$ cat src/sv/tgd_pkg.sv
// Shared types, widths and codes of the touch gesture detector.
package tgd_pkg;

    localparam int COORD_BITS    = 12;
    localparam int TIME_BITS     = 32;
    localparam int DUR_BITS      = 16;
    localparam int SQ_BITS       = 2 * COORD_BITS + 1;
    localparam int LP_SQ_BITS    = 2 * COORD_BITS;
    localparam int CFG_IDX_BITS  = 3;
    localparam int CFG_DATA_BITS = 16;
    localparam int IN_DATA_BITS  = ((2 * COORD_BITS + TIME_BITS + 7) / 8) * 8;
    localparam int OUT_DATA_BITS = ((TIME_BITS + 7) / 8) * 8;

    localparam logic [CFG_IDX_BITS-1:0] CFG_BOTTOM_EDGE_Y   = CFG_IDX_BITS'(0);
    localparam logic [CFG_IDX_BITS-1:0] CFG_MIN_SWIPE_DIST  = CFG_IDX_BITS'(1);
    localparam logic [CFG_IDX_BITS-1:0] CFG_MAX_SWIPE_DUR   = CFG_IDX_BITS'(2);
    localparam logic [CFG_IDX_BITS-1:0] CFG_LP_MAX_MOVE     = CFG_IDX_BITS'(3);
    localparam logic [CFG_IDX_BITS-1:0] CFG_LP_DURATION     = CFG_IDX_BITS'(4);

    localparam logic [COORD_BITS-1:0] RST_BOTTOM_EDGE_Y  = COORD_BITS'(3900);
    localparam logic [COORD_BITS-1:0] RST_MIN_SWIPE_DIST = COORD_BITS'(400);
    localparam logic [DUR_BITS-1:0]   RST_MAX_SWIPE_DUR  = DUR_BITS'(600);
    localparam logic [COORD_BITS-1:0] RST_LP_MAX_MOVE    = COORD_BITS'(40);
    localparam logic [DUR_BITS-1:0]   RST_LP_DURATION    = DUR_BITS'(800);

    typedef enum logic [1:0] {
        CMD_DOWN = 2'd0,
        CMD_MOVE = 2'd1,
        CMD_UP   = 2'd2,
        CMD_POLL = 2'd3
    } tgd_cmd_t;

    typedef enum logic {
        GESTURE_SWIPE_UP   = 1'b0,
        GESTURE_LONG_PRESS = 1'b1
    } tgd_kind_t;

    typedef struct packed {
        tgd_cmd_t               cmd;
        logic [COORD_BITS-1:0]  x_pos;
        logic [COORD_BITS-1:0]  y_pos;
        logic [TIME_BITS-1:0]   time_ms;
    } tgd_item_t;

    typedef struct packed {
        logic [COORD_BITS-1:0]  bottom_edge_start_y;
        logic [COORD_BITS-1:0]  min_swipe_distance;
        logic [DUR_BITS-1:0]    max_swipe_duration_ms;
        logic [DUR_BITS-1:0]    long_press_duration_ms;
        logic [LP_SQ_BITS-1:0]  long_press_max_sq;
    } tgd_cfg_t;

    typedef struct packed {
        logic      valid;
        tgd_kind_t kind;
    } tgd_result_t;

endpackage

$ cat src/sv/tgd_cfg_regs.sv
// Configuration register bank with the registered square of the long-press movement limit.
module tgd_cfg_regs
    import tgd_pkg::*;
(
    input  logic                     clk,
    input  logic                     rst_n,
    input  logic                     wr_en,
    input  logic [CFG_IDX_BITS-1:0]  wr_index,
    input  logic [CFG_DATA_BITS-1:0] wr_data,
    output tgd_cfg_t                 cfg
);

    logic [COORD_BITS-1:0] bottom_edge_reg;
    logic [COORD_BITS-1:0] min_swipe_reg;
    logic [DUR_BITS-1:0]   max_swipe_dur_reg;
    logic [DUR_BITS-1:0]   lp_duration_reg;
    logic [LP_SQ_BITS-1:0] lp_sq_reg;
    logic [COORD_BITS-1:0] wr_coord;

    assign wr_coord = wr_data[COORD_BITS-1:0];

    always_ff @(posedge clk or negedge rst_n)
    begin
        if (!rst_n)
        begin
            bottom_edge_reg   <= RST_BOTTOM_EDGE_Y;
            min_swipe_reg     <= RST_MIN_SWIPE_DIST;
            max_swipe_dur_reg <= RST_MAX_SWIPE_DUR;
            lp_duration_reg   <= RST_LP_DURATION;
            lp_sq_reg         <= LP_SQ_BITS'(RST_LP_MAX_MOVE) * LP_SQ_BITS'(RST_LP_MAX_MOVE);
        end
        else if (wr_en)
        begin
            unique case (wr_index)
                CFG_BOTTOM_EDGE_Y:  bottom_edge_reg   <= wr_coord;
                CFG_MIN_SWIPE_DIST: min_swipe_reg     <= wr_coord;
                CFG_MAX_SWIPE_DUR:  max_swipe_dur_reg <= wr_data[DUR_BITS-1:0];
                CFG_LP_MAX_MOVE:    lp_sq_reg         <= LP_SQ_BITS'(wr_coord)
                                                         * LP_SQ_BITS'(wr_coord);
                CFG_LP_DURATION:    lp_duration_reg   <= wr_data[DUR_BITS-1:0];
                default:            ;
            endcase
        end
    end

    assign cfg.bottom_edge_start_y    = bottom_edge_reg;
    assign cfg.min_swipe_distance     = min_swipe_reg;
    assign cfg.max_swipe_duration_ms  = max_swipe_dur_reg;
    assign cfg.long_press_duration_ms = lp_duration_reg;
    assign cfg.long_press_max_sq      = lp_sq_reg;

endmodule

$ cat src/sv/tgd_engine.sv
// Touch state registers and the single-pass gesture decision logic.
module tgd_engine
    import tgd_pkg::*;
(
    input  logic        clk,
    input  logic        rst_n,
    input  logic        step,
    input  tgd_item_t   item,
    input  tgd_cfg_t    cfg,
    output tgd_result_t result
);

    logic                         active_reg, active_next;
    logic                         taken_reg, taken_next;
    logic                         bottom_reg, bottom_next;
    logic [COORD_BITS-1:0]        start_x_reg, start_x_next;
    logic [COORD_BITS-1:0]        start_y_reg, start_y_next;
    logic [SQ_BITS-1:0]           max_sq_reg, max_sq_next;
    logic [TIME_BITS-1:0]         start_time_reg, start_time_next;

    logic signed [COORD_BITS:0]     dx, dy, up;
    logic signed [2*COORD_BITS+1:0] dx_sq, dy_sq;
    logic [SQ_BITS-1:0]             move_sq, new_max;
    logic [TIME_BITS-1:0]           elapsed;
    logic                           live, swipe_ok, time_held, press_new, press_old;

    assign dx      = $signed({1'b0, item.x_pos}) - $signed({1'b0, start_x_reg});
    assign dy      = $signed({1'b0, item.y_pos}) - $signed({1'b0, start_y_reg});
    assign up      = $signed({1'b0, start_y_reg}) - $signed({1'b0, item.y_pos});
    assign dx_sq   = dx * dx;
    assign dy_sq   = dy * dy;
    assign move_sq = dx_sq[SQ_BITS-1:0] + dy_sq[SQ_BITS-1:0];
    assign new_max = (move_sq > max_sq_reg) ? move_sq : max_sq_reg;
    assign elapsed = item.time_ms - start_time_reg;
    assign live    = active_reg && !taken_reg;

    assign swipe_ok  = bottom_reg
                       && (up >= $signed({1'b0, cfg.min_swipe_distance}))
                       && (elapsed <= TIME_BITS'(cfg.max_swipe_duration_ms));
    assign time_held = elapsed >= TIME_BITS'(cfg.long_press_duration_ms);
    assign press_new = bottom_reg && time_held
                       && (new_max <= SQ_BITS'(cfg.long_press_max_sq));
    assign press_old = bottom_reg && time_held
                       && (max_sq_reg <= SQ_BITS'(cfg.long_press_max_sq));

    always_comb
    begin
        active_next     = active_reg;
        taken_next      = taken_reg;
        bottom_next     = bottom_reg;
        start_x_next    = start_x_reg;
        start_y_next    = start_y_reg;
        max_sq_next     = max_sq_reg;
        start_time_next = start_time_reg;
        result.valid    = 1'b0;
        result.kind     = GESTURE_SWIPE_UP;
        unique case (item.cmd)
            CMD_DOWN:
            begin
                active_next     = 1'b1;
                taken_next      = 1'b0;
                bottom_next     = item.y_pos >= cfg.bottom_edge_start_y;
                start_x_next    = item.x_pos;
                start_y_next    = item.y_pos;
                max_sq_next     = '0;
                start_time_next = item.time_ms;
            end
            CMD_MOVE:
            begin
                if (live)
                begin
                    max_sq_next = new_max;
                    priority if (swipe_ok)
                    begin
                        result.valid = 1'b1;
                        taken_next   = 1'b1;
                    end
                    else if (press_new)
                    begin
                        result.valid = 1'b1;
                        result.kind  = GESTURE_LONG_PRESS;
                        taken_next   = 1'b1;
                    end
                end
            end
            CMD_UP:
            begin
                if (live)
                begin
                    max_sq_next = new_max;
                    if (swipe_ok)
                    begin
                        result.valid = 1'b1;
                        taken_next   = 1'b1;
                    end
                end
                active_next = 1'b0;
            end
            CMD_POLL:
            begin
                if (live && press_old)
                begin
                    result.valid = 1'b1;
                    result.kind  = GESTURE_LONG_PRESS;
                    taken_next   = 1'b1;
                end
            end
            default: ;
        endcase
    end

    always_ff @(posedge clk or negedge rst_n)
    begin
        if (!rst_n)
        begin
            active_reg     <= 1'b0;
            taken_reg      <= 1'b0;
            bottom_reg     <= 1'b0;
            start_x_reg    <= '0;
            start_y_reg    <= '0;
            max_sq_reg     <= '0;
            start_time_reg <= '0;
        end
        else if (step)
        begin
            active_reg     <= active_next;
            taken_reg      <= taken_next;
            bottom_reg     <= bottom_next;
            start_x_reg    <= start_x_next;
            start_y_reg    <= start_y_next;
            max_sq_reg     <= max_sq_next;
            start_time_reg <= start_time_next;
        end
    end

endmodule

$ cat src/sv/touch_gesture_detector.sv
// Top level of the touch gesture detector: input stage, engine and result register.
//
// Takes one touch event or time poll per clock unless a stalled result holds the input,
// and reports at most one swipe-up or long-press result per touch. An event is
// transferred into the input register, decided against the touch state once the result
// register is empty or being taken, and then registered into the result register, from
// which it is offered. Input and result registers are separate, so a waiting result
// stalls the input only when the result register is full and not being taken.
// Configuration writes take effect on the next cycle and are accepted in every cycle;
// write them only while no event is in flight.
module touch_gesture_detector
    import tgd_pkg::*;
(
    input  logic                     clk,
    input  logic                     rst_n,
    input  logic                     s_axis_tvalid,
    output logic                     s_axis_tready,
    input  logic [IN_DATA_BITS-1:0]  s_axis_tdata,  // x_pos, y_pos, time_ms
    input  logic [1:0]               s_axis_tuser,  // cmd
    output logic                     m_axis_tvalid,
    input  logic                     m_axis_tready,
    output logic [OUT_DATA_BITS-1:0] m_axis_tdata,  // gesture_time_ms
    output logic                     m_axis_tuser,  // gesture_kind
    input  logic                     cfg_valid,
    output logic                     cfg_ready,
    input  logic [CFG_IDX_BITS-1:0]  cfg_index,
    input  logic [CFG_DATA_BITS-1:0] cfg_data
);

    logic                 in_valid_reg;
    tgd_item_t            in_item_reg;
    logic                 out_valid_reg;
    tgd_kind_t            out_kind_reg;
    logic [TIME_BITS-1:0] out_time_reg;
    logic                 advance;
    tgd_cfg_t             cfg;
    tgd_result_t          result;

    assign advance       = in_valid_reg && (!out_valid_reg || m_axis_tready);
    assign s_axis_tready = !in_valid_reg || advance;
    assign cfg_ready     = 1'b1;

    tgd_cfg_regs u_cfg
    (
        .clk      (clk),
        .rst_n    (rst_n),
        .wr_en    (cfg_valid && cfg_ready),
        .wr_index (cfg_index),
        .wr_data  (cfg_data),
        .cfg      (cfg)
    );

    tgd_engine u_engine
    (
        .clk    (clk),
        .rst_n  (rst_n),
        .step   (advance),
        .item   (in_item_reg),
        .cfg    (cfg),
        .result (result)
    );

    always_ff @(posedge clk or negedge rst_n)
    begin
        if (!rst_n)
        begin
            in_valid_reg <= 1'b0;
        end
        else if (s_axis_tready)
        begin
            in_valid_reg <= s_axis_tvalid;
        end
    end

    always_ff @(posedge clk)
    begin
        if (s_axis_tvalid && s_axis_tready)
        begin
            in_item_reg.cmd     <= tgd_cmd_t'(s_axis_tuser);
            in_item_reg.x_pos   <= s_axis_tdata[COORD_BITS-1:0];
            in_item_reg.y_pos   <= s_axis_tdata[2*COORD_BITS-1:COORD_BITS];
            in_item_reg.time_ms <= s_axis_tdata[2*COORD_BITS+TIME_BITS-1:2*COORD_BITS];
        end
    end

    always_ff @(posedge clk or negedge rst_n)
    begin
        if (!rst_n)
        begin
            out_valid_reg <= 1'b0;
        end
        else if (advance)
        begin
            out_valid_reg <= result.valid;
        end
        else if (m_axis_tready)
        begin
            out_valid_reg <= 1'b0;
        end
    end

    always_ff @(posedge clk)
    begin
        if (advance && result.valid)
        begin
            out_kind_reg <= result.kind;
            out_time_reg <= in_item_reg.time_ms;
        end
    end

    assign m_axis_tvalid = out_valid_reg;
    assign m_axis_tdata  = OUT_DATA_BITS'(out_time_reg);
    assign m_axis_tuser  = out_kind_reg;

endmodule

$ cat config.mk
export PLATFORM = sky130hd
export DESIGN_NAME = touch_gesture_detector
export DESIGN_NICKNAME = d
export VERILOG_FILES = /design/src/sv/tgd_pkg.sv /design/src/sv/tgd_cfg_regs.sv /design/src/sv/tgd_engine.sv /design/src/sv/touch_gesture_detector.sv
export SDC_FILE = /design/constraint.sdc
export NUM_CORES = 2
export LEC_CHECK = 0
export ABC_AREA = 0
export BUFFER_PORTS_ARGS = -buffer_cell sky130_fd_sc_hd__buf_2
export CAP_MARGIN = 10
export CORE_MARGIN = 10
export CORE_UTILIZATION = 50
export DETAILED_ROUTE_END_ITERATION = 7
export PLACE_DENSITY = 0.67
export SYNTH_ARGS = -nofsm -noshare
export SYNTH_HDL_FRONTEND = slang
export SYNTH_SLANG_ARGS = --single-unit
$ cat constraint.sdc
create_clock -name clk -period 40.7 [get_ports clk]
set_input_delay 8.14 -clock clk [delete_from_list [all_inputs] [get_ports clk]]
set_output_delay 8.14 -clock clk [all_outputs]
set_load 0.01 [all_outputs]
[Yosys cells after proc, flatten, opt, wreduce, memory -nomap -nowiden]
Cells that the tools add are included.
W data, S select, Z words.
Storage, ports and cells
  flip-flop bits (word level): 257
  word-level logic and storage cells: 100
  output and inout bits: 36
Operators by class
  equality and inequality tests: 13
  $mul: 3
  order comparisons: 7
  add/sub/neg operators: 5
  reduce and logical (&&, ||, !) cells: 30
  muxes and demuxes: 22
Operators with widths (count)
  $le A25 B24 Y1: 2
  $mul A13 B13 Y25: 2
  $mux W25: 2
  $pmux W25 S2: 1
  $sub A12 B12 Y13: 3
  $ge A32 B16 Y1: 1
  $le A32 B16 Y1: 1
  $sub A32 B32 Y32: 1
  $add A25 B25 Y25: 1
  $gt A25 B25 Y1: 1
  $mul A12 B12 Y24: 1
  $reduce_and A2 Y1: 7
  $ge A13 B13 Y1: 1
  $ge A12 B12 Y1: 1
  $mux W1: 12
  $logic_and A1 B1 Y1: 10
  $ne A2 B1 Y1 const B: 5
  $eq A3 B2 Y1 const B: 2
  $mux W2: 3
  $reduce_and A6 Y1: 1
  $reduce_bool A2 Y1: 3
  $eq A2 B2 Y1 const B: 2
  $pmux W1 S2: 2
  $pmux W1 S4: 1
  other kinds (11): 14

[Longest topological paths before layout]
  word-level depth: 12
  depth in mapped cells: 59

[Hierarchy]
From an unflattened synthesis, not the netlist that was laid out.
Second synthesis, totals
  cells, all modules: 3242
  area, all modules: 31216.2 um^2
By module, submodules not included
  tgd_engine: area each 21295.4 um^2, instances 1, sequential area each 2102.0 um^2, cells an instance 2450
  tgd_cfg_regs: area each 7068.0 um^2, instances 1, sequential area each 2003.2 um^2, cells an instance 689
  touch_gesture_detector: area each 2852.7 um^2, instances 1, sequential area each 2782.7 um^2, cells an instance 103

[Worst setup path after synthesis]
No wires, ideal clock.
  path type: input to output
  start point: input m_axis_tready
  end point: output s_axis_tready
  arrival: 8427 ps
  setup slack: 24133 ps
  data required time: 32560 ps
  path buffers: 0
  stages on the path: 2
  cell sequence: nor2b_1 -> nand2_1
Between the ends
  cells in the longest elaborated chain, start to end: 3
RTL lines
  from (decl): line touch_gesture_detector.sv:21  | input logic m_axis_tready,
  $logic_or A1 B1 Y1: line touch_gesture_detector.sv:39  | assign advance = in_valid_reg && (!out_valid_reg || m_axis_tready);
  $logic_and A1 B1 Y1: line touch_gesture_detector.sv:39
  $logic_or A1 B1 Y1: line touch_gesture_detector.sv:40  | assign s_axis_tready = !in_valid_reg || advance;
  to (decl): line touch_gesture_detector.sv:17  | output logic s_axis_tready,
Every way passes these cells.

[Final worst setup path]
Ends and elaborated chain as after synthesis.

==> results <==
- The run finished with clean final reports.
- The max-cap violation count is 0.
- The biggest cell delay along the critical path is roughly 0.18 ns.
- The vias after detailed routing is 21416.
- The cell at the root of the clock tree is sky130_fd_sc_hd__clkbuf_16.
- The quantity of hold-fixing buffers added after cts is 0.
- The floorplan core area is roughly 60000 um2.
- The row count is 90.
- The most frequent cell on the critical path is sky130_fd_sc_hd__buf_2.
- Of all nets on the critical path, the largest fanout is 3.
- The aggregate routed wire length is between 60000 and 70000 um.
- The cell area after synthesis is between 30000 and 40000 um2.
- The worst setup path is launched from an input port.
- Before CTS, the worst setup slack after placement is 23.87 ns.
- For the worst flop-to-flop path, the logic depth is 50.
- The synthesis warning total is 0.
- The clock buffer count from CTS is 29.
- The vias per cell is between 5 and 6.
- The CTS sink count is around 260.
- In this run the critical register-to-register path is captured at m_axis_tdata[26].
- For this run, the register share of the synthesized area comes to between 20 and 25%.
- Walking the worst path, the cells encountered are buf_2, nor2b_1, nand2_1, buf_2.
- The clock-pin slew of the registers on the worst-case setup and hold paths is about 0.060 ns.
- For this run, design rule violations remaining after detail routing come to 0.
- The cell family with the largest share of critical-path delay is simple AND/OR/NAND/NOR gates.
- The buffers inserted during post-CTS setup optimization is 0.
- The remaining global-route overflow is 0.
- The starting density of the core is 50.6%.
- The cell count after synthesis is 3183.
- Across the routed clock network, the largest skew measured is 0.0178 ns.
- The routed length per placed instance is around 16 um.
- The longest clock path from root to sink contains 3 buffers.
- Measured along the x axis, the die boundary spans around 270 um.
- The slowest stage of the critical path belongs to the cell sky130_fd_sc_hd__nor2b_1.
- The global placement routability congestion is 0.896.
- For the worst setup path, the data required time is approximately 33 ns.
- The count of flip-flops with a built-in enable after synthesis is 91.
- The count of buffers inserted at the top-level ports is approximately 120.
- Entering global routing, the biggest net connects 64 pins.
- At the later pin of the worst-skew pair, clock insertion delay measures roughly 0.58 ns.
- Data on the critical path arrives at its endpoint at between 8 and 9 ns.
- After synthesis, the mean cell area works out to between 9 and 10 um2.
- The number of failing setup endpoints in the final timing report is 0.
- The beginning of the worst hold path is u_cfg.lp_sq_reg[11].
- The area growth from synthesis to layout is 8.04%.
- CTS built an H-tree with a depth of 1.
- The number of flip-flops under the largest register name is 58.
- The die covers around 72000 um2.
- The post-synthesis register bit count is roughly 260.
- The first global-routing pass estimated approximately 110000 um of wire.
- Subtracting the final worst setup slack from the clock period gives 16.83 ns.
- During I/O placement, the number of pins put on the boundary was about 120.
- The clock tree from TritonCTS is built.
- STA classifies the critical path endpoint as a primary output.
- The kind of critical path is input port to primary output.
- The library cells used most frequently in the layout, excluding fill and tap cells, are 729 x sky130_fd_sc_hd__inv_1, 407 x sky130_fd_sc_hd__fa_1, 359 x sky130_fd_sc_hd__ha_1.
- The total of cells resized after clock tree synthesis is 0.
- The maximum clock frequency is 0.0594 GHz.
- The worst register-to-register path has a setup slack of around 26 ns.
- The final layout contains slightly above 4000 nets.
- The post-DP HPWL is 55200 um.
- The first routing iteration left 1220 violations.
- For the pin with the worst max-slew slack, the measured transition is 1.16 ns.
- In this run the tightest slew margin relative to its limit is 21.9%.
- The total buffers and inverters traversed by the critical path is 2.
- The number of nets in the synthesized netlist is 4031.
- Once routing completed, OpenROAD measured the worst setup slack at 23.87 ns.
- Cells with a size suffix above 1 make up a little under a tenth of the layout.
- The worst register-to-register path begins at in_item_reg[34].
- The number of detailed-routing iterations run before antenna repair is 7.
- The count of final hold-check violations is 0.
- The via count of the first global-routing pass is between 20000 and 25000.
- The number of antenna violations at the first check in global routing is 6.
- Global routing used ~20% of the available tracks.
- Counting buffers and inverters, the worst setup path is 4 cells deep.
- The worst hold path depth is 2.
- Setup repair after global routing left no endpoint under its margin.
- For this run, the leading register cell type out of synthesis is sky130_fd_sc_hd__dfrtp_1.
- The worst hold path endpoint is u_cfg.lp_sq_reg[11].
- The number of pins with negative max-slew slack in the final report came to 0.
- The fraction of the cycle the final worst path needs is about two fifths.
- The detail route stage leaves a number of antenna-violating nets equal to 0.
- The classification of the worst-slack hold path is flip-flop to flip-flop.
- The most common cell after layout, fill and taps aside is sky130_fd_sc_hd__inv_1.
- The number of distinct standard cells referenced by the synthesized netlist is 81.
- The post-synthesis async set-or-reset flop share is between 60 and 70%.
- In this run the vertical extent of the chip is 268 um.
- After routing, the total negative slack on setup checks comes to 0 ns.
metal layers:
layer / track usage (%) / wire [um] / vias to the layer above
li1: - / - / 10381
met1: 24.6 / 28500 / 10478
met2: 34.9 / 33500 / 446
met3: 3.13 / 3590 / 101
met4: 4.31 / 1460 / 10
met5: 0 / 50 / -
per-stage QoR:
step	cell area [um2]	util, %	hold WS, ns	cells
6_report	33100	54.7	0.480	4082
5_1_grt	33100	54.7	0.502	4081
4_1_cts	33100	54.7	0.485	4081
3_5_place_dp	32100	53.0	0.472	4027
3_3_place_gp	32100	53.0	0.465	4027
2_1_floorplan	30700	-	0.426	3183
synth_stat cells (all sizes together), types with 10 or more instances:
library cell	number	area, um2
inv	730	2740
fa	407	8150
ha	359	4490
nand2	269	1020
o21ai	159	803
nor2	154	581
dfrtp	144	3600
a21oi	113	566
edfxtp	91	2730
xnor2	77	674
mux2	72	811
clkbuf	66	248
and2	56	350
a21o	45	338
xor2	40	350
nand3	36	180
nor3	31	155
nand4	25	156
a22o	24	210
o21a	22	165
o21bai	22	165
dfstp	21	552
nand2b	20	125
nor2b	20	125
a211oi	19	153
a31oi	16	100
and3	12	75.1
o211ai	12	90.1
or3	11	68.8
buf	10	60.1
cells by family after synthesis:
kind of cell    count (synthesis)  share of synthesized area, %
compound gates                497                          10.3
simple gates                  660                          9.85
mux                            75                          2.74
fa+ha+maj                     766                          41.2
buf+inv                       809                          9.97
flops                         256                          22.5
xor+xnor                      118                          3.41
other cells                     2                        0.0245
how the worst max path moves through the flow:
| stage | to | start | slack, ns |
|---|---|---|---|
| floorplan | s_axis_tready | m_axis_tready | 24.13 |
| global placement | s_axis_tready | m_axis_tready | 23.88 |
| detailed placement | s_axis_tready | m_axis_tready | 23.87 |
| CTS | s_axis_tready | m_axis_tready | 23.86 |
| global route | s_axis_tready | m_axis_tready | 23.82 |
| finish | s_axis_tready | m_axis_tready | 23.87 |
cell type report:
class | instances | area, um2
clock inverter | 23 | 285
multi-input combinational | 2118 | 20800
timing repair buffer | 138 | 752
sequential | 256 | 6890
tap | 782 | 978
clock buffer | 31 | 733
inverter | 733 | 2750
fill | 5449 | 27400
antenna | 1 | 2.50
worst register-to-register path: cells and delay by family, from the launching register on:
kind	cells	cell delay [ns]
compound gates	19	4.14
xor+xnor	2	0.89
fa+ha+maj	11	4.64
simple gates	9	2.79
buf+inv	8	1.25
flops	1	0.40
mux	1	0.32
Power is left out: the tool's default activity adds up to more than one toggle a clock period on the data nets, which glitch-free logic cannot reach.
